==> src/hw/rtl/lfdc_pkg.sv <==
`timescale 1ns / 1ps
`default_nettype none
// ----------------------------------------------------------------------------
// Line follower drive control package
// Shared widths, action and register codes, result types and pulse helpers.
// ----------------------------------------------------------------------------
package lfdc_pkg;

	localparam int SAMPLE_BITS = 10;

	localparam int THR_W      = 10;
	localparam int ECHO_W     = 15;
	localparam int BOOST_W    = 4;
	localparam int PULSE_W    = 11;
	localparam int HOLD_W     = 11;
	localparam int ACT_W      = 3;
	localparam int CFG_IDX_W  = 3;
	localparam int CFG_DATA_W = 15;

	localparam int QUEUE_DEPTH = 4;
	localparam int QPTR_W      = 2;
	localparam int QCNT_W      = 3;

	// chosen_action codes
	localparam logic [ACT_W-1:0] ACT_FWD     = 3'd0;
	localparam logic [ACT_W-1:0] ACT_CURVE_R = 3'd1;
	localparam logic [ACT_W-1:0] ACT_CURVE_L = 3'd2;
	localparam logic [ACT_W-1:0] ACT_SPIN_R  = 3'd3;
	localparam logic [ACT_W-1:0] ACT_SPIN_L  = 3'd4;
	localparam logic [ACT_W-1:0] ACT_AVOID   = 3'd5;
	localparam logic [ACT_W-1:0] ACT_STOP    = 3'd6;

	// register indexes
	localparam logic [CFG_IDX_W-1:0] REG_LINE_THRESHOLD = 3'd0;
	localparam logic [CFG_IDX_W-1:0] REG_ECHO_LIMIT     = 3'd1;
	localparam logic [CFG_IDX_W-1:0] REG_BOOST_AFTER    = 3'd2;
	localparam logic [CFG_IDX_W-1:0] REG_PULSE_NORMAL   = 3'd3;
	localparam logic [CFG_IDX_W-1:0] REG_PULSE_BOOST    = 3'd4;
	localparam logic [CFG_IDX_W-1:0] REG_PULSE_INNER    = 3'd5;
	localparam logic [CFG_IDX_W-1:0] REG_PULSE_REVERSE  = 3'd6;

	// register reset values
	localparam logic [THR_W-1:0]   RST_LINE_THRESHOLD = 10'd800;
	localparam logic [ECHO_W-1:0]  RST_ECHO_LIMIT     = 15'd174;
	localparam logic [BOOST_W-1:0] RST_BOOST_AFTER    = 4'd8;
	localparam logic [PULSE_W-1:0] RST_PULSE_NORMAL   = 11'd1080;
	localparam logic [PULSE_W-1:0] RST_PULSE_BOOST    = 11'd1000;
	localparam logic [PULSE_W-1:0] RST_PULSE_INNER    = 11'd1350;
	localparam logic [PULSE_W-1:0] RST_PULSE_REVERSE  = 11'd1700;

	localparam logic [PULSE_W-1:0] PULSE_MIN   = 11'd1000;
	localparam logic [PULSE_W-1:0] PULSE_MAX   = 11'd2000;
	localparam logic [PULSE_W-1:0] PULSE_MID   = 11'd1500;
	localparam logic [PULSE_W:0]   MIRROR_BASE = 12'd3000;

	localparam logic [HOLD_W-1:0] HOLD_LINE    = 11'd10;
	localparam logic [HOLD_W-1:0] HOLD_AVOID   = 11'd1200;
	localparam logic [HOLD_W-1:0] HOLD_RESUME  = 11'd1000;
	localparam logic [HOLD_W-1:0] HOLD_FOREVER = 11'd0;

	typedef struct packed {
		logic [THR_W-1:0]   line_threshold;
		logic [ECHO_W-1:0]  obstacle_echo_limit;
		logic [BOOST_W-1:0] boost_after;
		logic [PULSE_W-1:0] pulse_normal;
		logic [PULSE_W-1:0] pulse_boost;
		logic [PULSE_W-1:0] pulse_inner;
		logic [PULSE_W-1:0] pulse_reverse;
	} cfg_t;

	typedef struct packed {
		logic [PULSE_W-1:0] drive_right;
		logic [PULSE_W-1:0] drive_left;
		logic [HOLD_W-1:0]  hold_time;
		logic [ACT_W-1:0]   chosen_action;
		logic               halted_flag;
		logic               last_of_run;
	} res_t;

	// one queue entry holds every result of one request
	typedef struct packed {
		res_t res0;
		res_t res1;
		logic two;
	} entry_t;

	function automatic logic [PULSE_W-1:0] clamp_pulse(input logic [PULSE_W:0] p);
		logic [PULSE_W-1:0] r;
		if (p < {1'b0, PULSE_MIN}) begin
			r = PULSE_MIN;
		end else if (p > {1'b0, PULSE_MAX}) begin
			r = PULSE_MAX;
		end else begin
			r = p[PULSE_W-1:0];
		end
		return r;
	endfunction

	function automatic logic [PULSE_W-1:0] mirror(input logic [PULSE_W-1:0] p);
		logic [PULSE_W:0] d;
		d = MIRROR_BASE - {1'b0, p};
		return clamp_pulse(d);
	endfunction

endpackage
`default_nettype wire

==> src/hw/rtl/lfdc_in_if.sv <==
`timescale 1ns / 1ps
`default_nettype none
// ----------------------------------------------------------------------------
// Sensor request channel
// Valid/ready channel carrying three reflectance samples and an echo time.
// ----------------------------------------------------------------------------
interface lfdc_in_if #(
	parameter int SAMPLE_BITS = lfdc_pkg::SAMPLE_BITS
);
	logic                         valid;
	logic                         ready;
	logic [SAMPLE_BITS-1:0]       sample_right;
	logic [SAMPLE_BITS-1:0]       sample_center;
	logic [SAMPLE_BITS-1:0]       sample_left;
	logic [lfdc_pkg::ECHO_W-1:0]  echo_time;

	modport source (output valid, sample_right, sample_center, sample_left, echo_time,
		input ready);
	modport sink (input valid, sample_right, sample_center, sample_left, echo_time,
		output ready);
endinterface
`default_nettype wire

==> src/hw/rtl/lfdc_out_if.sv <==
`timescale 1ns / 1ps
`default_nettype none
// ----------------------------------------------------------------------------
// Drive result channel
// Valid/ready channel carrying servo pulses, hold time and action flags.
// ----------------------------------------------------------------------------
interface lfdc_out_if;
	logic                          valid;
	logic                          ready;
	logic [lfdc_pkg::PULSE_W-1:0]  drive_right;
	logic [lfdc_pkg::PULSE_W-1:0]  drive_left;
	logic [lfdc_pkg::HOLD_W-1:0]   hold_time;
	logic [lfdc_pkg::ACT_W-1:0]    chosen_action;
	logic                          halted_flag;
	logic                          last_of_run;

	modport source (output valid, drive_right, drive_left, hold_time, chosen_action,
		halted_flag, last_of_run, input ready);
	modport sink (input valid, drive_right, drive_left, hold_time, chosen_action,
		halted_flag, last_of_run, output ready);
endinterface
`default_nettype wire

==> src/hw/rtl/lfdc_cfg_if.sv <==
`timescale 1ns / 1ps
`default_nettype none
// ----------------------------------------------------------------------------
// Configuration write channel
// Valid/ready channel carrying a register index and write data.
// ----------------------------------------------------------------------------
interface lfdc_cfg_if;
	logic                            valid;
	logic                            ready;
	logic [lfdc_pkg::CFG_IDX_W-1:0]  index;
	logic [lfdc_pkg::CFG_DATA_W-1:0] data;

	modport source (output valid, index, data, input ready);
	modport sink (input valid, index, data, output ready);
endinterface
`default_nettype wire

==> src/hw/rtl/line_follower_drive_control_unit.sv <==
`timescale 1ns / 1ps
`default_nettype none
// ----------------------------------------------------------------------------
// Line follower drive control unit
// Turns three reflectance samples and an echo time into servo drive requests.
// ----------------------------------------------------------------------------
// Usage:
//   sensor : one request per control step (samples right/center/left, echo).
//   drive  : one or two results per request; last_of_run marks the final one.
//            A first obstacle gives an avoid spin and then a forward drive.
//   cfg    : register writes (index, data), always ready; write only while idle.
// Path: an accepted request is held in the input register, then pushed into
//   the result queue, from which its results are offered on drive.
// Throughput: one request per cycle while each gives a single result and the
//   drive receiver keeps ready high; a request with two results holds the
//   drive channel for two transfers. The rate is set by the one-entry input
//   register feeding a four-entry result queue.
// Stall: while the receiver holds ready low, the queue fills; once full the
//   input register holds its request and sensor.ready drops.
// Reset: registers return to their defaults, run state clears, queue empties.
// ----------------------------------------------------------------------------
module line_follower_drive_control_unit #(
	parameter int SAMPLE_BITS = lfdc_pkg::SAMPLE_BITS
) (
	input  wire logic   clk,
	input  wire logic   arst_n,
	lfdc_in_if.sink     sensor,
	lfdc_out_if.source  drive,
	lfdc_cfg_if.sink    cfg
);

	lfdc_pkg::cfg_t   regs;
	lfdc_pkg::entry_t push_entry;
	logic             push;
	logic             queue_full;

	lfdc_cfg_regs u_cfg (
		.clk    (clk),
		.arst_n (arst_n),
		.cfg    (cfg),
		.regs   (regs)
	);

	lfdc_step #(
		.SAMPLE_BITS (SAMPLE_BITS)
	) u_step (
		.clk        (clk),
		.arst_n     (arst_n),
		.sensor     (sensor),
		.regs       (regs),
		.queue_full (queue_full),
		.push       (push),
		.push_entry (push_entry)
	);

	lfdc_out_queue u_queue (
		.clk        (clk),
		.arst_n     (arst_n),
		.push       (push),
		.push_entry (push_entry),
		.full       (queue_full),
		.drive      (drive)
	);

endmodule
`default_nettype wire

==> src/hw/rtl/lfdc_cfg_regs.sv <==
`timescale 1ns / 1ps
`default_nettype none
// ----------------------------------------------------------------------------
// Configuration registers
// Holds thresholds and pulse settings; one register written per request.
// ----------------------------------------------------------------------------
module lfdc_cfg_regs (
	input  wire logic       clk,
	input  wire logic       arst_n,
	lfdc_cfg_if.sink        cfg,
	output lfdc_pkg::cfg_t  regs
);

	lfdc_pkg::cfg_t regs_q;

	assign cfg.ready = 1'b1;
	assign regs      = regs_q;

	always_ff @(posedge clk or negedge arst_n) begin
		if (!arst_n) begin
			regs_q.line_threshold      <= lfdc_pkg::RST_LINE_THRESHOLD;
			regs_q.obstacle_echo_limit <= lfdc_pkg::RST_ECHO_LIMIT;
			regs_q.boost_after         <= lfdc_pkg::RST_BOOST_AFTER;
			regs_q.pulse_normal        <= lfdc_pkg::RST_PULSE_NORMAL;
			regs_q.pulse_boost         <= lfdc_pkg::RST_PULSE_BOOST;
			regs_q.pulse_inner         <= lfdc_pkg::RST_PULSE_INNER;
			regs_q.pulse_reverse       <= lfdc_pkg::RST_PULSE_REVERSE;
		end else if (cfg.valid) begin
			case (cfg.index)
				lfdc_pkg::REG_LINE_THRESHOLD: begin
					regs_q.line_threshold <= cfg.data[lfdc_pkg::THR_W-1:0];
				end
				lfdc_pkg::REG_ECHO_LIMIT: begin
					regs_q.obstacle_echo_limit <= cfg.data[lfdc_pkg::ECHO_W-1:0];
				end
				lfdc_pkg::REG_BOOST_AFTER: begin
					regs_q.boost_after <= cfg.data[lfdc_pkg::BOOST_W-1:0];
				end
				lfdc_pkg::REG_PULSE_NORMAL: begin
					regs_q.pulse_normal <= cfg.data[lfdc_pkg::PULSE_W-1:0];
				end
				lfdc_pkg::REG_PULSE_BOOST: begin
					regs_q.pulse_boost <= cfg.data[lfdc_pkg::PULSE_W-1:0];
				end
				lfdc_pkg::REG_PULSE_INNER: begin
					regs_q.pulse_inner <= cfg.data[lfdc_pkg::PULSE_W-1:0];
				end
				lfdc_pkg::REG_PULSE_REVERSE: begin
					regs_q.pulse_reverse <= cfg.data[lfdc_pkg::PULSE_W-1:0];
				end
				default: begin
				end
			endcase
		end
	end

endmodule
`default_nettype wire

==> src/hw/rtl/lfdc_step.sv <==
`timescale 1ns / 1ps
`default_nettype none
// ----------------------------------------------------------------------------
// Control step
// Input register, action decision, run state and result pair for one request.
// ----------------------------------------------------------------------------
module lfdc_step #(
	parameter int SAMPLE_BITS = lfdc_pkg::SAMPLE_BITS
) (
	input  wire logic           clk,
	input  wire logic           arst_n,
	lfdc_in_if.sink             sensor,
	input  wire lfdc_pkg::cfg_t regs,
	input  wire logic           queue_full,
	output logic                push,
	output lfdc_pkg::entry_t    push_entry
);

	localparam int CMP_W = (SAMPLE_BITS > lfdc_pkg::THR_W) ? SAMPLE_BITS : lfdc_pkg::THR_W;

	logic                         valid_s1;
	logic [SAMPLE_BITS-1:0]       sr_s1;
	logic [SAMPLE_BITS-1:0]       sc_s1;
	logic [SAMPLE_BITS-1:0]       sl_s1;
	logic [lfdc_pkg::ECHO_W-1:0]  echo_s1;

	logic [1:0]                   hits_q;
	logic [lfdc_pkg::BOOST_W-1:0] run_q;
	logic [lfdc_pkg::ACT_W-1:0]   prev_q;
	logic [1:0]                   rep_q;

	logic [1:0]                   hits_d;
	logic [lfdc_pkg::BOOST_W-1:0] run_d;
	logic [lfdc_pkg::ACT_W-1:0]   prev_d;
	logic [1:0]                   rep_d;

	logic                         advance;
	logic                         halted;
	logic                         obstacle;
	logic                         on_r, on_c, on_l;
	logic [lfdc_pkg::ACT_W-1:0]   act;
	logic [lfdc_pkg::PULSE_W:0]   inner_sum;
	logic [lfdc_pkg::PULSE_W-1:0] inner;
	logic [lfdc_pkg::PULSE_W-1:0] fwd;
	logic [lfdc_pkg::PULSE_W-1:0] r_raw;
	logic [lfdc_pkg::PULSE_W-1:0] l_out;
	lfdc_pkg::res_t               stop_res;

	assign advance      = valid_s1 && !queue_full;
	assign sensor.ready = !valid_s1 || advance;
	assign push         = advance;

	always_ff @(posedge clk or negedge arst_n) begin
		if (!arst_n) begin
			valid_s1 <= 1'b0;
		end else if (sensor.ready) begin
			valid_s1 <= sensor.valid;
		end
	end

	always_ff @(posedge clk) begin
		if (sensor.ready && sensor.valid) begin
			sr_s1   <= sensor.sample_right;
			sc_s1   <= sensor.sample_center;
			sl_s1   <= sensor.sample_left;
			echo_s1 <= sensor.echo_time;
		end
	end

	always_ff @(posedge clk or negedge arst_n) begin
		if (!arst_n) begin
			hits_q <= 2'd0;
			run_q  <= '0;
			prev_q <= lfdc_pkg::ACT_FWD;
			rep_q  <= 2'd0;
		end else if (advance) begin
			hits_q <= hits_d;
			run_q  <= run_d;
			prev_q <= prev_d;
			rep_q  <= rep_d;
		end
	end

	assign halted   = hits_q[1];
	assign obstacle = (echo_s1 != '0) && (echo_s1 <= regs.obstacle_echo_limit);

	assign on_r = CMP_W'(sr_s1) <= CMP_W'(regs.line_threshold);
	assign on_c = CMP_W'(sc_s1) <= CMP_W'(regs.line_threshold);
	assign on_l = CMP_W'(sl_s1) <= CMP_W'(regs.line_threshold);

	always_comb begin
		if (on_r && !on_l) begin
			act = on_c ? lfdc_pkg::ACT_CURVE_R : lfdc_pkg::ACT_SPIN_R;
		end else if (on_l && !on_r) begin
			act = on_c ? lfdc_pkg::ACT_CURVE_L : lfdc_pkg::ACT_SPIN_L;
		end else begin
			act = lfdc_pkg::ACT_FWD;
		end
	end

	assign inner_sum = {1'b0, regs.pulse_normal} + {1'b0, regs.pulse_inner};

	always_comb begin
		stop_res.drive_right   = lfdc_pkg::PULSE_MID;
		stop_res.drive_left    = lfdc_pkg::PULSE_MID;
		stop_res.hold_time     = lfdc_pkg::HOLD_FOREVER;
		stop_res.chosen_action = lfdc_pkg::ACT_STOP;
		stop_res.halted_flag   = 1'b1;
		stop_res.last_of_run   = 1'b1;

		hits_d = hits_q;
		run_d  = run_q;
		prev_d = prev_q;
		rep_d  = rep_q;
		inner  = inner_sum[lfdc_pkg::PULSE_W:1];
		fwd    = regs.pulse_normal;
		r_raw  = regs.pulse_normal;
		l_out  = lfdc_pkg::mirror(regs.pulse_normal);

		push_entry.res0 = stop_res;
		push_entry.res1 = stop_res;
		push_entry.two  = 1'b0;

		if (halted) begin
			// stay stopped, state frozen
		end else if (obstacle) begin
			hits_d = hits_q + 2'd1;
			run_d  = '0;
			prev_d = lfdc_pkg::ACT_FWD;
			rep_d  = 2'd0;
			// straight run is already cleared here
			fwd = (regs.boost_after == '0) ? regs.pulse_boost : regs.pulse_normal;
			if (hits_q == 2'd0) begin
				push_entry.two = 1'b1;
				push_entry.res0.drive_right   = lfdc_pkg::clamp_pulse({1'b0, regs.pulse_reverse});
				push_entry.res0.drive_left    = lfdc_pkg::mirror(regs.pulse_normal);
				push_entry.res0.hold_time     = lfdc_pkg::HOLD_AVOID;
				push_entry.res0.chosen_action = lfdc_pkg::ACT_AVOID;
				push_entry.res0.halted_flag   = 1'b0;
				push_entry.res0.last_of_run   = 1'b0;
				push_entry.res1.drive_right   = lfdc_pkg::clamp_pulse({1'b0, fwd});
				push_entry.res1.drive_left    = lfdc_pkg::mirror(fwd);
				push_entry.res1.hold_time     = lfdc_pkg::HOLD_RESUME;
				push_entry.res1.chosen_action = lfdc_pkg::ACT_FWD;
				push_entry.res1.halted_flag   = 1'b0;
				push_entry.res1.last_of_run   = 1'b1;
			end
		end else begin
			if (act == lfdc_pkg::ACT_FWD) begin
				if (({1'b0, run_q} < ({1'b0, regs.boost_after} + 5'd1)) && (run_q != '1)) begin
					run_d = run_q + 4'd1;
				end
			end else begin
				run_d = '0;
			end
			if (act == prev_q) begin
				if (rep_q < 2'd2) begin
					rep_d = rep_q + 2'd1;
				end
			end else begin
				rep_d = 2'd0;
			end
			prev_d = act;
			if (rep_d >= 2'd2) begin
				inner = regs.pulse_inner;
			end
			fwd = (run_d >= regs.boost_after) ? regs.pulse_boost : regs.pulse_normal;
			case (act)
				lfdc_pkg::ACT_CURVE_R: begin
					r_raw = inner;
					l_out = lfdc_pkg::mirror(regs.pulse_normal);
				end
				lfdc_pkg::ACT_CURVE_L: begin
					r_raw = regs.pulse_normal;
					l_out = lfdc_pkg::mirror(inner);
				end
				lfdc_pkg::ACT_SPIN_R: begin
					r_raw = regs.pulse_reverse;
					l_out = lfdc_pkg::mirror(regs.pulse_normal);
				end
				lfdc_pkg::ACT_SPIN_L: begin
					r_raw = regs.pulse_normal;
					l_out = lfdc_pkg::mirror(regs.pulse_reverse);
				end
				default: begin
					r_raw = fwd;
					l_out = lfdc_pkg::mirror(fwd);
				end
			endcase
			push_entry.res0.drive_right   = lfdc_pkg::clamp_pulse({1'b0, r_raw});
			push_entry.res0.drive_left    = l_out;
			push_entry.res0.hold_time     = lfdc_pkg::HOLD_LINE;
			push_entry.res0.chosen_action = act;
			push_entry.res0.halted_flag   = 1'b0;
			push_entry.res0.last_of_run   = 1'b1;
		end
	end

endmodule
`default_nettype wire

==> src/hw/rtl/lfdc_out_queue.sv <==
`timescale 1ns / 1ps
`default_nettype none
// ----------------------------------------------------------------------------
// Result queue
// Small queue of result pairs; drains one result per accepted transfer.
// ----------------------------------------------------------------------------
module lfdc_out_queue (
	input  wire logic             clk,
	input  wire logic             arst_n,
	input  wire logic             push,
	input  wire lfdc_pkg::entry_t push_entry,
	output logic                  full,
	lfdc_out_if.source            drive
);

	lfdc_pkg::entry_t                mem_q [lfdc_pkg::QUEUE_DEPTH];
	logic [lfdc_pkg::QPTR_W-1:0]     wr_ptr_q;
	logic [lfdc_pkg::QPTR_W-1:0]     rd_ptr_q;
	logic [lfdc_pkg::QCNT_W-1:0]     count_q;
	logic                            sub_q;
	lfdc_pkg::entry_t                head;
	lfdc_pkg::res_t                  cur;
	logic                            take;
	logic                            pop;

	assign full = (count_q == lfdc_pkg::QCNT_W'(lfdc_pkg::QUEUE_DEPTH));
	assign head = mem_q[rd_ptr_q];
	assign cur  = sub_q ? head.res1 : head.res0;

	assign drive.valid         = (count_q != '0);
	assign drive.drive_right   = cur.drive_right;
	assign drive.drive_left    = cur.drive_left;
	assign drive.hold_time     = cur.hold_time;
	assign drive.chosen_action = cur.chosen_action;
	assign drive.halted_flag   = cur.halted_flag;
	assign drive.last_of_run   = cur.last_of_run;

	assign take = drive.valid && drive.ready;
	// drop the entry once its last result is taken
	assign pop  = take && (sub_q || !head.two);

	always_ff @(posedge clk) begin
		if (push) begin
			mem_q[wr_ptr_q] <= push_entry;
		end
	end

	always_ff @(posedge clk or negedge arst_n) begin
		if (!arst_n) begin
			wr_ptr_q <= '0;
			rd_ptr_q <= '0;
			count_q  <= '0;
			sub_q    <= 1'b0;
		end else begin
			if (push) begin
				wr_ptr_q <= wr_ptr_q + lfdc_pkg::QPTR_W'(1);
			end
			if (pop) begin
				rd_ptr_q <= rd_ptr_q + lfdc_pkg::QPTR_W'(1);
				sub_q    <= 1'b0;
			end else if (take) begin
				sub_q <= 1'b1;
			end
			if (push && !pop) begin
				count_q <= count_q + lfdc_pkg::QCNT_W'(1);
			end else if (pop && !push) begin
				count_q <= count_q - lfdc_pkg::QCNT_W'(1);
			end
		end
	end

endmodule
`default_nettype wire
==> src/flat_wrapper.sv <==
// flat-port wrapper written by rule: the top's interface ports become plain ports
module line_follower_drive_control_unit_flat 
#(
	parameter int SAMPLE_BITS = lfdc_pkg::SAMPLE_BITS
)
  (clk, arst_n, sensor_valid, sensor_sample_right, sensor_sample_center, sensor_sample_left, sensor_echo_time, sensor_ready, drive_valid, drive_drive_right, drive_drive_left, drive_hold_time, drive_chosen_action, drive_halted_flag, drive_last_of_run, drive_ready, cfg_valid, cfg_index, cfg_data, cfg_ready);
  lfdc_in_if #(.SAMPLE_BITS(SAMPLE_BITS)) sensor_i ();
  lfdc_out_if drive_i ();
  lfdc_cfg_if cfg_i ();
  input  wire logic clk;
  input  wire logic arst_n;
  input wire logic [$bits(sensor_i.valid)-1:0] sensor_valid;
  input wire logic [$bits(sensor_i.sample_right)-1:0] sensor_sample_right;
  input wire logic [$bits(sensor_i.sample_center)-1:0] sensor_sample_center;
  input wire logic [$bits(sensor_i.sample_left)-1:0] sensor_sample_left;
  input wire logic [$bits(sensor_i.echo_time)-1:0] sensor_echo_time;
  output wire logic [$bits(sensor_i.ready)-1:0] sensor_ready;
  output wire logic [$bits(drive_i.valid)-1:0] drive_valid;
  output wire logic [$bits(drive_i.drive_right)-1:0] drive_drive_right;
  output wire logic [$bits(drive_i.drive_left)-1:0] drive_drive_left;
  output wire logic [$bits(drive_i.hold_time)-1:0] drive_hold_time;
  output wire logic [$bits(drive_i.chosen_action)-1:0] drive_chosen_action;
  output wire logic [$bits(drive_i.halted_flag)-1:0] drive_halted_flag;
  output wire logic [$bits(drive_i.last_of_run)-1:0] drive_last_of_run;
  input wire logic [$bits(drive_i.ready)-1:0] drive_ready;
  input wire logic [$bits(cfg_i.valid)-1:0] cfg_valid;
  input wire logic [$bits(cfg_i.index)-1:0] cfg_index;
  input wire logic [$bits(cfg_i.data)-1:0] cfg_data;
  output wire logic [$bits(cfg_i.ready)-1:0] cfg_ready;
  assign sensor_i.valid = sensor_valid;
  assign sensor_i.sample_right = sensor_sample_right;
  assign sensor_i.sample_center = sensor_sample_center;
  assign sensor_i.sample_left = sensor_sample_left;
  assign sensor_i.echo_time = sensor_echo_time;
  assign sensor_ready = sensor_i.ready;
  assign drive_valid = drive_i.valid;
  assign drive_drive_right = drive_i.drive_right;
  assign drive_drive_left = drive_i.drive_left;
  assign drive_hold_time = drive_i.hold_time;
  assign drive_chosen_action = drive_i.chosen_action;
  assign drive_halted_flag = drive_i.halted_flag;
  assign drive_last_of_run = drive_i.last_of_run;
  assign drive_i.ready = drive_ready;
  assign cfg_i.valid = cfg_valid;
  assign cfg_i.index = cfg_index;
  assign cfg_i.data = cfg_data;
  assign cfg_ready = cfg_i.ready;
  line_follower_drive_control_unit #(.SAMPLE_BITS(SAMPLE_BITS)) u_core (.clk(clk), .arst_n(arst_n), .sensor(sensor_i), .drive(drive_i), .cfg(cfg_i));
endmodule
==> config.mk <==
export PLATFORM = sky130hd
export DESIGN_NAME = line_follower_drive_control_unit_flat
export DESIGN_NICKNAME = d
export VERILOG_FILES = /design/src/hw/rtl/lfdc_pkg.sv /design/src/hw/rtl/lfdc_in_if.sv /design/src/hw/rtl/lfdc_out_if.sv /design/src/hw/rtl/lfdc_cfg_if.sv /design/src/hw/rtl/line_follower_drive_control_unit.sv /design/src/hw/rtl/lfdc_cfg_regs.sv /design/src/hw/rtl/lfdc_step.sv /design/src/hw/rtl/lfdc_out_queue.sv /design/src/flat_wrapper.sv
export SDC_FILE = /design/constraint.sdc
export NUM_CORES = 1
export LEC_CHECK = 0
export BUFFER_PORTS_ARGS = -buffer_cell sky130_fd_sc_hd__buf_2
export CELL_PAD_IN_SITES_DETAIL_PLACEMENT = 0
export CELL_PAD_IN_SITES_GLOBAL_PLACEMENT = 1
export CORE_ASPECT_RATIO = 0.8
export CORE_MARGIN = 4
export CORE_UTILIZATION = 30
export DETAILED_ROUTE_END_ITERATION = 8
export HOLD_SLACK_MARGIN = 0.08
export PLACE_DENSITY = 0.58
export SLEW_MARGIN = 20
export SYNTH_ARGS = -nofsm -noshare
export SYNTH_HDL_FRONTEND = slang
export SYNTH_HIERARCHICAL = 1
export SYNTH_SLANG_ARGS = --single-unit
export TNS_END_PERCENT = 20
==> constraint.sdc <==
create_clock -name clk -period 10.7 [get_ports clk]
set_input_delay 1.07 -clock clk [delete_from_list [all_inputs] [get_ports clk]]
set_output_delay 1.07 -clock clk [all_outputs]
set_load 0.005 [all_outputs]
==> out/metrics.yaml, run 1 <==
setup_path:
  end_kind: "flop"
  start_kind: "flop"
  crit_type: "flop to flop"
  cp_max_fo: 33
  cp_common_cell: "o21ai_0"
  crit_required_ns: 11.07
  worstPathArrival_ns: 7.86
  critPathBufInv: 3
  cp_slowest_stage_delay_ns: 0.77
  slowest_stage: "nor4b_2"
  critical-path-top-delay-family: "simple AND/OR/NAND/NOR gates"
floorplanning:
  fp.dieH_microns: 255
  dieArea_sq_um: 80700
  die_x_microns: 317
  rows: 90
  core_area_sq_um: 75400
  start_util: 0.303
  pin_count: 109
finish:
  diodes: 0
  drive_above_1_share: 0.238
  area_growth_pct: 12.9
  fin_util: 0.342
  fin_nets: 1981
  fillers: 7426
global_route:
  grt_overflow: 0
  grt_max_degree: 62
  grt_antenna_before_repair: 0
  grt_pass1_vias: 14500
  grt_use_total: 0.151
  grt_pass1_wl_microns: 92600
yosys:
  yosysMostFrequentCell: "edfxtp_1"
  synthArstFlopShare: 0.209
  synth_area_sq_um: 22900
  synth_flop_cell: "edfxtp_1"
  synthTopCellsByCount: "353 x edfxtp_1, 214 x nand2_1, 86 x nor2_1"
  ys_seq_area_frac: 0.567
  avgSynthCellArea_sq_um: 13.2
  synth_top_area_cell: "edfxtp_1"
  ys_types: 102
  synth_seq_cells: 446
  syn_inst: 1738
  synth_edf_count: 353
  yosys_warnings: 6
  synth_top_area_frac: 0.463
  synthTopCellsByArea: "edfxtp_1 46%, mux4_2 7.6%, dfrtp_1 7.0%"
cts:
  htreeDepth: 2
  hold_buffers: 0
  ctsResizeCount: 0
  cts.path.max_buffers: 3
  clkSlewWorstSetupHoldPaths_ns: 0.06
  root_buffer: "clkbuf_16"
  numCtsBuffers: 48
  clk_latency_ns: 0.59
  cts_sinks: 446
  cts_setup_buffers: 0
  cts_tree: "done"
drt:
  vias_per_cell: 5.05
  drt_iter0_markers: 976
  drtAntennaViolNets: 0
  post_drt_wl_per_cell_microns: 21.2
  drc: 0
  drt_first_pass_iters: 5
  wirelength_microns: 61100
  vias: 14500
min_path:
  min_path_type: "primary input to async pin"
sta:
  relSlewSlack: 0.341
  tightest_slew_ns: 0.988
  fin_hold_ws_ns: 0.432
  setup-tns-final_ns: 0
  finalCritPeriodShare: 0.700
  finalSetupViolCount: 0
  min_period_ns: 7.49
  rsz0062_at_grt: "false"
  fmax_ghz: 0.134
  timing.final.max_slew_violations: 0
  hold_violations: 0
  skew_ns: 0.0239
placed_design:
  gp_congestion: 0.907
  place_hpwl_microns: 42500
  portBuffers: 107
pwr:
  peakVddDrop_uv: 104
  powerDensity_nw_per_um2: 265
  p_leak_nw: 8.97
  power_mw: 6.85
run:
  maxCapViolations: 0
status:
  run_status: "finished clean"
[path summary, 6_finish.rpt]
path	from	to	slack, ns	cells after the start
max	u_core/u_cfg/regs[64]$_DFFE_PN0P_	u_core/u_queue/mem_q[1][61]$_DFFE_PP_	3.21	29
min	arst_n	u_core/u_cfg/regs[62]$_DFFE_PN0P_	0.43	1
max reg2reg	u_core/u_cfg/regs[64]$_DFFE_PN0P_	u_core/u_queue/mem_q[1][61]$_DFFE_PP_	3.21	29
min reg2reg	u_core/u_step/hits_q[0]$_DFFE_PN0P_	u_core/u_step/hits_q[0]$_DFFE_PN0P_	0.47	1
max in group asynchronous	arst_n	u_core/u_cfg/regs[61]$_DFFE_PN0P_	9.14	2
min in group clk	u_core/u_step/hits_q[0]$_DFFE_PN0P_	u_core/u_step/hits_q[0]$_DFFE_PN0P_	0.47	1
[metal layers]
layer	wire length [microns]	track usage
met1	29100	0.221
met2	27200	0.231
met3	3290	0.0273
met4	1450	0.0408
met5	0	0
[report_power, final]
part | leakage (nW) | total [mW] | switching, mW | internal, mW
combinational | 4.33 | 2.82 | 1.75 | 1.07
clock | 0.720 | 1.58 | 0.678 | 0.898
sequential | 3.92 | 2.46 | 0.249 | 2.21
[state kept, by name, summed over array words and instances (netlist names), 2 cells and up]
signal	cells
u_core/u_step/sl_s1	10
u_core/u_step/hits_q	2
u_core/u_step/sc_s1	10
u_core/u_step/echo_s1	15
u_core/u_queue/wr_ptr_q	2
u_core/u_queue/mem_q	308
u_core/u_queue/count_q	3
u_core/u_cfg/regs	73
u_core/u_step/run_q	4
u_core/u_step/rep_q	2
u_core/u_step/sr_s1	10
u_core/u_queue/rd_ptr_q	2
u_core/u_step/prev_q	3
[per-stage QoR]
stage | instances | cell area, sq um | setup slack (ns)
floorplan | 1748 | 22900 | 4.32
global placement | 2792 | 24300 | 3.25
detailed placement | 2792 | 24300 | 3.15
CTS | 2878 | 25800 | 3.12
global route | 2878 | 25800 | 2.44
finish | 2878 | 25800 | 3.21
[layout by cell type, fill, tap and decap left out, types with 18 or more instances in the layout]
cell type / count
xnor2_1: 31
a21o_1: 20
buf_2: 106
mux2i_1: 36
o21ai_0: 67
a21oi_1: 58
inv_1: 70
nand2_1: 214
edfxtp_1: 353
mux4_2: 77
dfrtp_1: 62
xor2_1: 24
nor3_1: 23
nand2b_1: 18
nor2_1: 86
mux2_2: 76
clkbuf_16: 48
buf_4: 21
dfstp_2: 29
nand3_1: 34
ha_1: 81
[final cells by class]
class / instances / area (sq um) / share of cell area
inverter: 72 / 270 / 0.0105
tap: 1012 / 1270 / 0.0491
sequential: 446 / 13000 / 0.503
clock inverter: 25 / 215 / 0.00834
clock buffer: 61 / 1280 / 0.0496
multi-input combinational: 1135 / 9120 / 0.353
timing repair buffer: 127 / 688 / 0.0267
[worst reg2reg max path: cells and delay by family (launching register included)]
kind	cells	cell delay, ns
buffers and inverters	3	1.11
muxes	1	0.51
and+or+nand+nor	11	2.75
AOI/OAI and AO/OA	11	1.76
DFF	1	0.37
adders and majority gates	3	0.77
[cell families after synthesis]
logic type               share of synthesized area
other                                     0.000492
XOR/XNOR                                    0.0218
AO/OA/AOI/OAI                               0.0895
flip-flops                                   0.567
adder cells (fa/ha/maj)                     0.0478
buffers and inverters                       0.0370
multiplexers                                 0.137
AND/OR/NAND/NOR                             0.0994
Power figures use the tool's default switching activity.
==> run 2, diff against run 1 <==
- ABC_AREA: unset -> 1
- PLACE_DENSITY: 0.58 -> 0.62
- clock period: 10.7 -> 6.6 ns (I/O delays scaled with it)
==> run 2 against run 1 <==
Against the previous run: die area hardly changed; clock skew up 0.025 ns; synthesized cell count up 35%; clock-buffer cell count is 1 lower; routed wire length increased by 9.0%; maximum frequency increased by 24%; clock power grew 62%; sequential power grew 57%; power increased by 67%; largest cell class unchanged.
==> out/metrics.yaml, run 2 <==
setup_path:
  cp_slowest_stage_delay_ns: 0.66  # -0.11 ns
  start_kind: "flop"
  slowest_stage: "ha_1"
  crit_type: "flop to flop"
  worstPathArrival_ns: 6.32  # -1.54 ns
  crit_required_ns: 6.89  # -4.18 ns
  end_kind: "flop"
  cp_max_fo: 15  # -55%
  cp_common_cell: "nand2_1"
yosys:
  ys_types: 64  # -37%
  synth_top_area_cell: "edfxtp_1"
  synthTopCellsByCount: "575 x nand2_1, 353 x edfxtp_1, 246 x nor2_1"
  syn_inst: 2352  # +35%
  yosysMostFrequentCell: "nand2_1"
  synthTopCellsByArea: "edfxtp_1 46%, nand2_1 9.4%, dfrtp_1 7.0%"
  synth_seq_cells: 446  # unchanged
  yosys_warnings: 6  # unchanged
  synth_flop_cell: "edfxtp_1"
  synth_edf_count: 353  # unchanged
  avgSynthCellArea_sq_um: 9.71  # -26%
  synth_area_sq_um: 22800  # about the same
  synth_top_area_frac: 0.464  # about the same
  synthArstFlopShare: 0.209  # unchanged
  ys_seq_area_frac: 0.567  # about the same
pwr:
  pwr-share-seq: 0.338  # -0.021
  swShare: 0.431  # +0.0404
  combPwrFrac: 0.438  # +0.027
  clock_power_share: 0.224  # -0.006
  power_switching_mw: 4.92  # +84%
  p_leak_nw: 9.89  # +10%
  power_mw: 11.4  # +67%
  peakVddDrop_uv: 224  # +120%
  intPower_mw: 6.51  # +56%
  powerDensity_nw_per_um2: 446  # +68%
drt:
  drtAntennaViolNets: 0  # unchanged
  vias_per_cell: 4.93  # -2.5%
  vias: 17100  # +18%
  drt_first_pass_iters: 5  # unchanged
  drt_iter0_markers: 1315  # +35%
  drc: 0  # unchanged
  post_drt_wl_per_cell_microns: 19.2  # -9.7%
  wirelength_microns: 66600  # +9.0%
global_route:
  grt_pass1_vias: 16400  # +13%
  grt_overflow: 0  # unchanged
  grt_max_degree: 95  # +53%
  grt_use_total: 0.162  # +0.0109
  grt_pass1_wl_microns: 100000  # +7.9%
  grt_antenna_before_repair: 3  # +3
finish:
  most-common-layout-cells: "575 x nand2_1, 353 x edfxtp_1, 245 x nor2_1, 189 x inv_1, 145 x o21ai_0"
  largest_reg_flops: 308  # unchanged
  drive_above_1_share: 0.124  # -0.114
  largest_register: "u_core/u_queue/mem_q"
  mostFrequentLayoutCell: "nand2_1"
  area_growth_pct: 12.1
  fin_nets: 2577  # +30%
  final_cell_area_sq_um: 25600  # -0.81%
placed_design:
  gp_congestion: 0.942  # +3.8%
  place_hpwl_microns: 45000  # +5.9%
  placed_area_sq_um: 24100  # -0.83%
  portBuffers: 107  # unchanged
floorplanning:
  pin_count: 109  # unchanged
  rows: 90  # unchanged
  start_util: 0.303  # about the same
  fp.dieH_microns: 255  # about the same
  die_x_microns: 317  # about the same
  core_area_sq_um: 75400  # unchanged
  dieArea_sq_um: 80700  # about the same
sta:
  relSlewSlack: 0.237  # -0.104
  timing.final.max_slew_violations: 0  # unchanged
  rsz0062_at_grt: "false"
  finalCritPeriodShare: 0.914  # +0.214
  finalSetupViolCount: 0  # unchanged
  skew_ns: 0.0485  # +0.0246 ns
  fmax_ghz: 0.166  # +24%
  tightest_slew_ns: 1.13  # +0.146 ns
  fin_hold_ws_ns: 0.226  # -0.206 ns
  setup-tns-final_ns: 0  # unchanged
  hold_violations: 0  # unchanged
  min_period_ns: 6.03  # -1.46 ns
cts:
  root_buffer: "clkbuf_16"
  cts_setup_buffers: 0  # unchanged
  numCtsBuffers: 48  # unchanged
  cts_sinks: 446  # unchanged
  clk_latency_ns: 0.61  # +0.02 ns
  clkSlewWorstSetupHoldPaths_ns: 0.06  # about the same
  htreeDepth: 2  # unchanged
  cts_tree: "done"
  cts.path.max_buffers: 3  # unchanged
run:
  maxCapViolations: 0  # unchanged
status:
  run_status: "finished clean"
min_path:
  min_path_type: "primary input to flop"
[run 2: changes by cell type in the layout (fill, tap and decap cells not counted), moves of 75 or more]
cell,delta
inv_1,+119
mux2_2,-75
mux4_2,-77
nand2_1,+361
nor2_1,+159
o21ai_0,+78
o22ai_1,+79
[run 2: power by group through the flow]
stage | clock network, mW | registers, mW | logic (mW)
after floorplan | 0 | 3.80 | 3.53
after global placement | 0 | 3.91 | 4.98
after detailed placement | 0 | 3.92 | 5.01
after CTS | 2.64 | 3.87 | 5.03
after global routing | 2.75 | 3.91 | 5.57
final | 2.56 | 3.86 | 5.01
[run 2: cell families after synthesis]
family,synth area share
AND/OR/NAND/NOR,0.188
AO/OA/AOI/OAI,0.114
flip-flops,0.567
buffers and inverters,0.0674
adder cells (fa/ha/maj),0.0461
XOR/XNOR,0.0161
other,0.000493
multiplexers,0.000493
[run 2: layout make-up]
cell class / count / area (sq um)
flip-flops and latches: 446 / 13000
well taps: 1012 / 1270
inverters: 201 / 763
diodes: 2 / 5.00
clock buffers: 60 / 1270
multi-input cells: 1598 / 8410
repair buffers: 131 / 721
clock inverters: 24 / 206
fillers: 7732 / 49800
[run 2: timing repair]
item / CTS / global route
gates resized for setup: 0 / 2
endpoints found under the hold margin: 16 / 0
hold buffers: 1 / 0
endpoints found under the setup margin: 0 / 8
[run 2: worst paths after layout]
path	from	end	slack [ns]	depth (start not counted)
min in group asynchronous	arst_n	u_core/u_cfg/regs[65]$_DFFE_PN0P_	0.52	2
worst max-delay path	u_core/u_cfg/regs[72]$_DFFE_PN1P_	u_core/u_queue/mem_q[1][65]$_DFFE_PP_	0.57	26
worst min register to register	u_core/u_cfg/regs[51]$_DFFE_PN1P_	u_core/u_cfg/regs[51]$_DFFE_PN1P_	0.46	2
max in group asynchronous	arst_n	u_core/u_queue/rd_ptr_q[0]$_DFFE_PN0P_	4.69	3
worst max register to register	u_core/u_cfg/regs[72]$_DFFE_PN1P_	u_core/u_queue/mem_q[1][65]$_DFFE_PP_	0.57	26
worst min-delay path	sensor_echo_time[1]	u_core/u_step/echo_s1[1]$_DFFE_PP_	0.23	1
[run 2: worst max-delay path, delay by kind of cell, from the launching register on]
kind	cells	cell delay, ns
AND/OR/NAND/NOR	17	2.61
adder cells (fa/ha/maj)	3	1.27
AO/OA/AOI/OAI	4	1.12
flip-flops	1	0.53
buffers and inverters	2	0.17
[run 2: stage by stage]
step,setup WS (ns),utilization,cells
2_1_floorplan,1.37,-,2362
3_3_place_gp,0.781,0.320,3387
3_5_place_dp,0.689,0.320,3387
4_1_cts,0.588,0.339,3472
5_1_grt,0.00725,0.339,3474
6_report,0.566,0.339,3474
[run 2: per-layer routing]
layer	routed length [microns]	global-route usage	part of all wire
met2	29800	0.257	0.45
met1	31600	0.236	0.48
met3	4010	0.0244	0.060
met5	0	0	0
met4	1170	0.0341	0.018
==> run 3, diff against run 2 <==
- CORE_MARGIN: 4 -> 2
==> run 3 against run 2 <==
Against the previous run: worst setup slack better by 0.15 ns; clock skew shrank 0.0012 ns; first-iteration DRC count is essentially flat; sequential power barely moved; critical path depth is 4 higher; global-route usage rose by 0.50 points; final cell count rose by 0.12%; clock-buffer cell count decreased by 1; core utilization rose by 0.13 points; combinational power barely moved; design area is 0.37% higher; critical endpoint is now u_core/u_queue/mem_q[3][62]$_DFFE_PP_; highest routed layer unchanged.
==> out/metrics.yaml, run 3 (synthesized netlist as in run 2, its figures left out) <==
finish:
  multi_input_area_sq_um: 8410  # unchanged
  largest_register: "u_core/u_queue/mem_q"
  fin_nets: 2580  # +0.12%
  seq_area_sq_um: 13000  # unchanged
  area_growth_pct: 12.5
  largest_reg_flops: 308  # unchanged
  final_cell_area_sq_um: 25700  # +0.37%
  drive_above_1_share: 0.129  # +0.00497
  mostFrequentLayoutCell: "nand2_1"
  diodes: 0  # -2
  most-common-layout-cells: "575 x nand2_1, 353 x edfxtp_1, 245 x nor2_1, 189 x inv_1, 146 x o21ai_0"
  fillers: 7687  # -0.58%
placed_design:
  gp_congestion: 0.900  # -4.5%
  place_hpwl_microns: 44500  # -1.3%
  portBuffers: 107  # unchanged
  placed_area_sq_um: 24100  # about the same
  place_ws_ns: 0.597  # -0.0916 ns
sta:
  skew_ns: 0.0473  # -0.00115 ns
  relSlewSlack: 0.231  # -0.00630
  hold_violations: 0  # unchanged
  tightest_slew_ns: 1.14  # +0.00937 ns
  fmax_ghz: 0.170  # +2.6%
  timing.final.max_slew_violations: 0  # unchanged
  fin_hold_ws_ns: 0.212  # -0.0137 ns
  setup-tns-final_ns: 0  # unchanged
  setup_slack_ns: 0.721  # +0.155 ns
  min_period_ns: 5.88  # -0.155 ns
  finalCritPeriodShare: 0.891  # -0.0235
  rsz0062_at_grt: "false"
  finalSetupViolCount: 0  # unchanged
pwr:
  p_leak_nw: 9.95  # +0.59%
  powerDensity_nw_per_um2: 448  # +0.41%
  peakVddDrop_uv: 245  # +9.2%
  power_mw: 11.5  # +0.78%
cts:
  htreeDepth: 2  # unchanged
  clkSlewWorstSetupHoldPaths_ns: 0.06  # about the same
  root_buffer: "clkbuf_16"
  cts_tree: "done"
  cts_sinks: 446  # unchanged
  cts.path.max_buffers: 3  # unchanged
  clk_latency_ns: 0.62  # about the same
  numCtsBuffers: 49  # +2.1%
  cts_setup_buffers: 0  # unchanged
global_route:
  grt_use_total: 0.167  # +0.00498
  grt_pass1_wl_microns: 101000  # +0.66%
  grt_overflow: 0  # unchanged
  grt_antenna_before_repair: 2  # -1
  grt_max_degree: 85  # -11%
  grt_pass1_vias: 16500  # +0.92%
floorplanning:
  fp.dieH_microns: 251  # -1.6%
  rows: 90  # unchanged
  die_x_microns: 313  # -1.3%
  pin_count: 109  # unchanged
  start_util: 0.303  # unchanged
  core_area_sq_um: 75400  # unchanged
  dieArea_sq_um: 78400  # -2.8%
drt:
  drtAntennaViolNets: 0  # unchanged
  vias: 16900  # -1.5%
  post_drt_wl_per_cell_microns: 19.0  # -1.1%
  drt_first_pass_iters: 5  # unchanged
  vias_per_cell: 4.85  # -1.6%
  drt_iter0_markers: 1316  # +0.076%
  wirelength_microns: 65900  # -1.0%
  drc: 0  # unchanged
run:
  maxCapViolations: 0  # unchanged
min_path:
  min_path_type: "primary input to flop"
setup_path:
  end_kind: "flop"
  crit_type: "flop to flop"
  start_kind: "flop"
  worstPathArrival_ns: 6.23  # -0.09 ns
  slowest_stage: "dfstp_2"
  crit_required_ns: 6.95  # +0.06 ns
  cp_max_fo: 15  # unchanged
  cp_slowest_stage_delay_ns: 0.53  # -0.13 ns
  cp_common_cell: "nand2_1"
status:
  run_status: "finished clean"
run 3: cell count changes in the layout (fill, tap and decap cells not counted), moves of 2 or more:
cell | before | now
diode_2 | 2 | 0
clkinv_8 | 0 | 2
clkinv_1 | 13 | 8
clkinv_2 | 11 | 16
clkbuf_8 | 2 | 0
clkbuf_1 | 10 | 8
clkbuf_16 | 48 | 51
buf_4 | 24 | 26
run 3: stage by stage:
stage / utilization / cells
floorplan: - / 2362
global placement: 0.320 / 3389
global route: 0.341 / 3478
detailed placement: 0.320 / 3389
CTS: 0.341 / 3478
finish: 0.341 / 3478
run 3: path summary, 6_finish.rpt:
| check | startpoint | endpoint | depth (start not counted) | slack [ns] |
|---|---|---|---|---|
| max in group asynchronous | arst_n | u_core/u_queue/rd_ptr_q[0]$_DFFE_PN0P_ | 3 | 4.76 |
| setup / recovery | u_core/u_cfg/regs[72]$_DFFE_PN1P_ | u_core/u_queue/mem_q[3][62]$_DFFE_PP_ | 30 | 0.72 |
| hold reg to reg | u_core/u_cfg/regs[68]$_DFFE_PN1P_ | u_core/u_cfg/regs[68]$_DFFE_PN1P_ | 2 | 0.46 |
| hold / removal | sensor_echo_time[0] | u_core/u_step/echo_s1[0]$_DFFE_PP_ | 1 | 0.21 |
| setup reg to reg | u_core/u_cfg/regs[72]$_DFFE_PN1P_ | u_core/u_queue/mem_q[3][62]$_DFFE_PP_ | 30 | 0.72 |
| min in group asynchronous | arst_n | u_core/u_cfg/regs[65]$_DFFE_PN0P_ | 2 | 0.63 |
run 3: final cells by class:
| type | count | area share |
|---|---|---|
| timing repair buffer | 133 | 0.0286 |
| inverter | 201 | 0.0297 |
| clock buffer | 59 | 0.0508 |
| clock inverter | 29 | 0.00983 |
| tap | 1012 | 0.0493 |
| sequential | 446 | 0.505 |
| multi-input combinational | 1598 | 0.327 |
run 3: timing repair:
action	4_1_cts	5_1_grt
hold endpoints to repair	3	0
setup endpoints to repair	0	24
resized for setup	0	1
hold buffers	1	0
run 3: per-layer routing:
| layer | share of wire | vias up | GRT usage |
|---|---|---|---|
| met5 | 0 | - | 0 |
| met4 | 0.024 | 0 | 0.0459 |
| met3 | 0.054 | 99 | 0.0283 |
| met2 | 0.45 | 391 | 0.265 |
| met1 | 0.47 | 8182 | 0.235 |
| li1 | - | 8182 | - |
run 3: worst max-delay path: cells and delay by family (launching register included):
kind / cells / cell delay [ns]
AO/OA/AOI/OAI: 3 / 0.82
adder cells (fa/ha/maj): 3 / 0.91
buffers and inverters: 2 / 0.31
flip-flops: 1 / 0.53
AND/OR/NAND/NOR: 22 / 3.05
run 3: power breakdown:
group / internal, mW / switching (mW) / total, mW
combinational: 1.49 / 3.51 / 5.00
sequential: 3.58 / 0.287 / 3.87
clock: 1.50 / 1.15 / 2.65
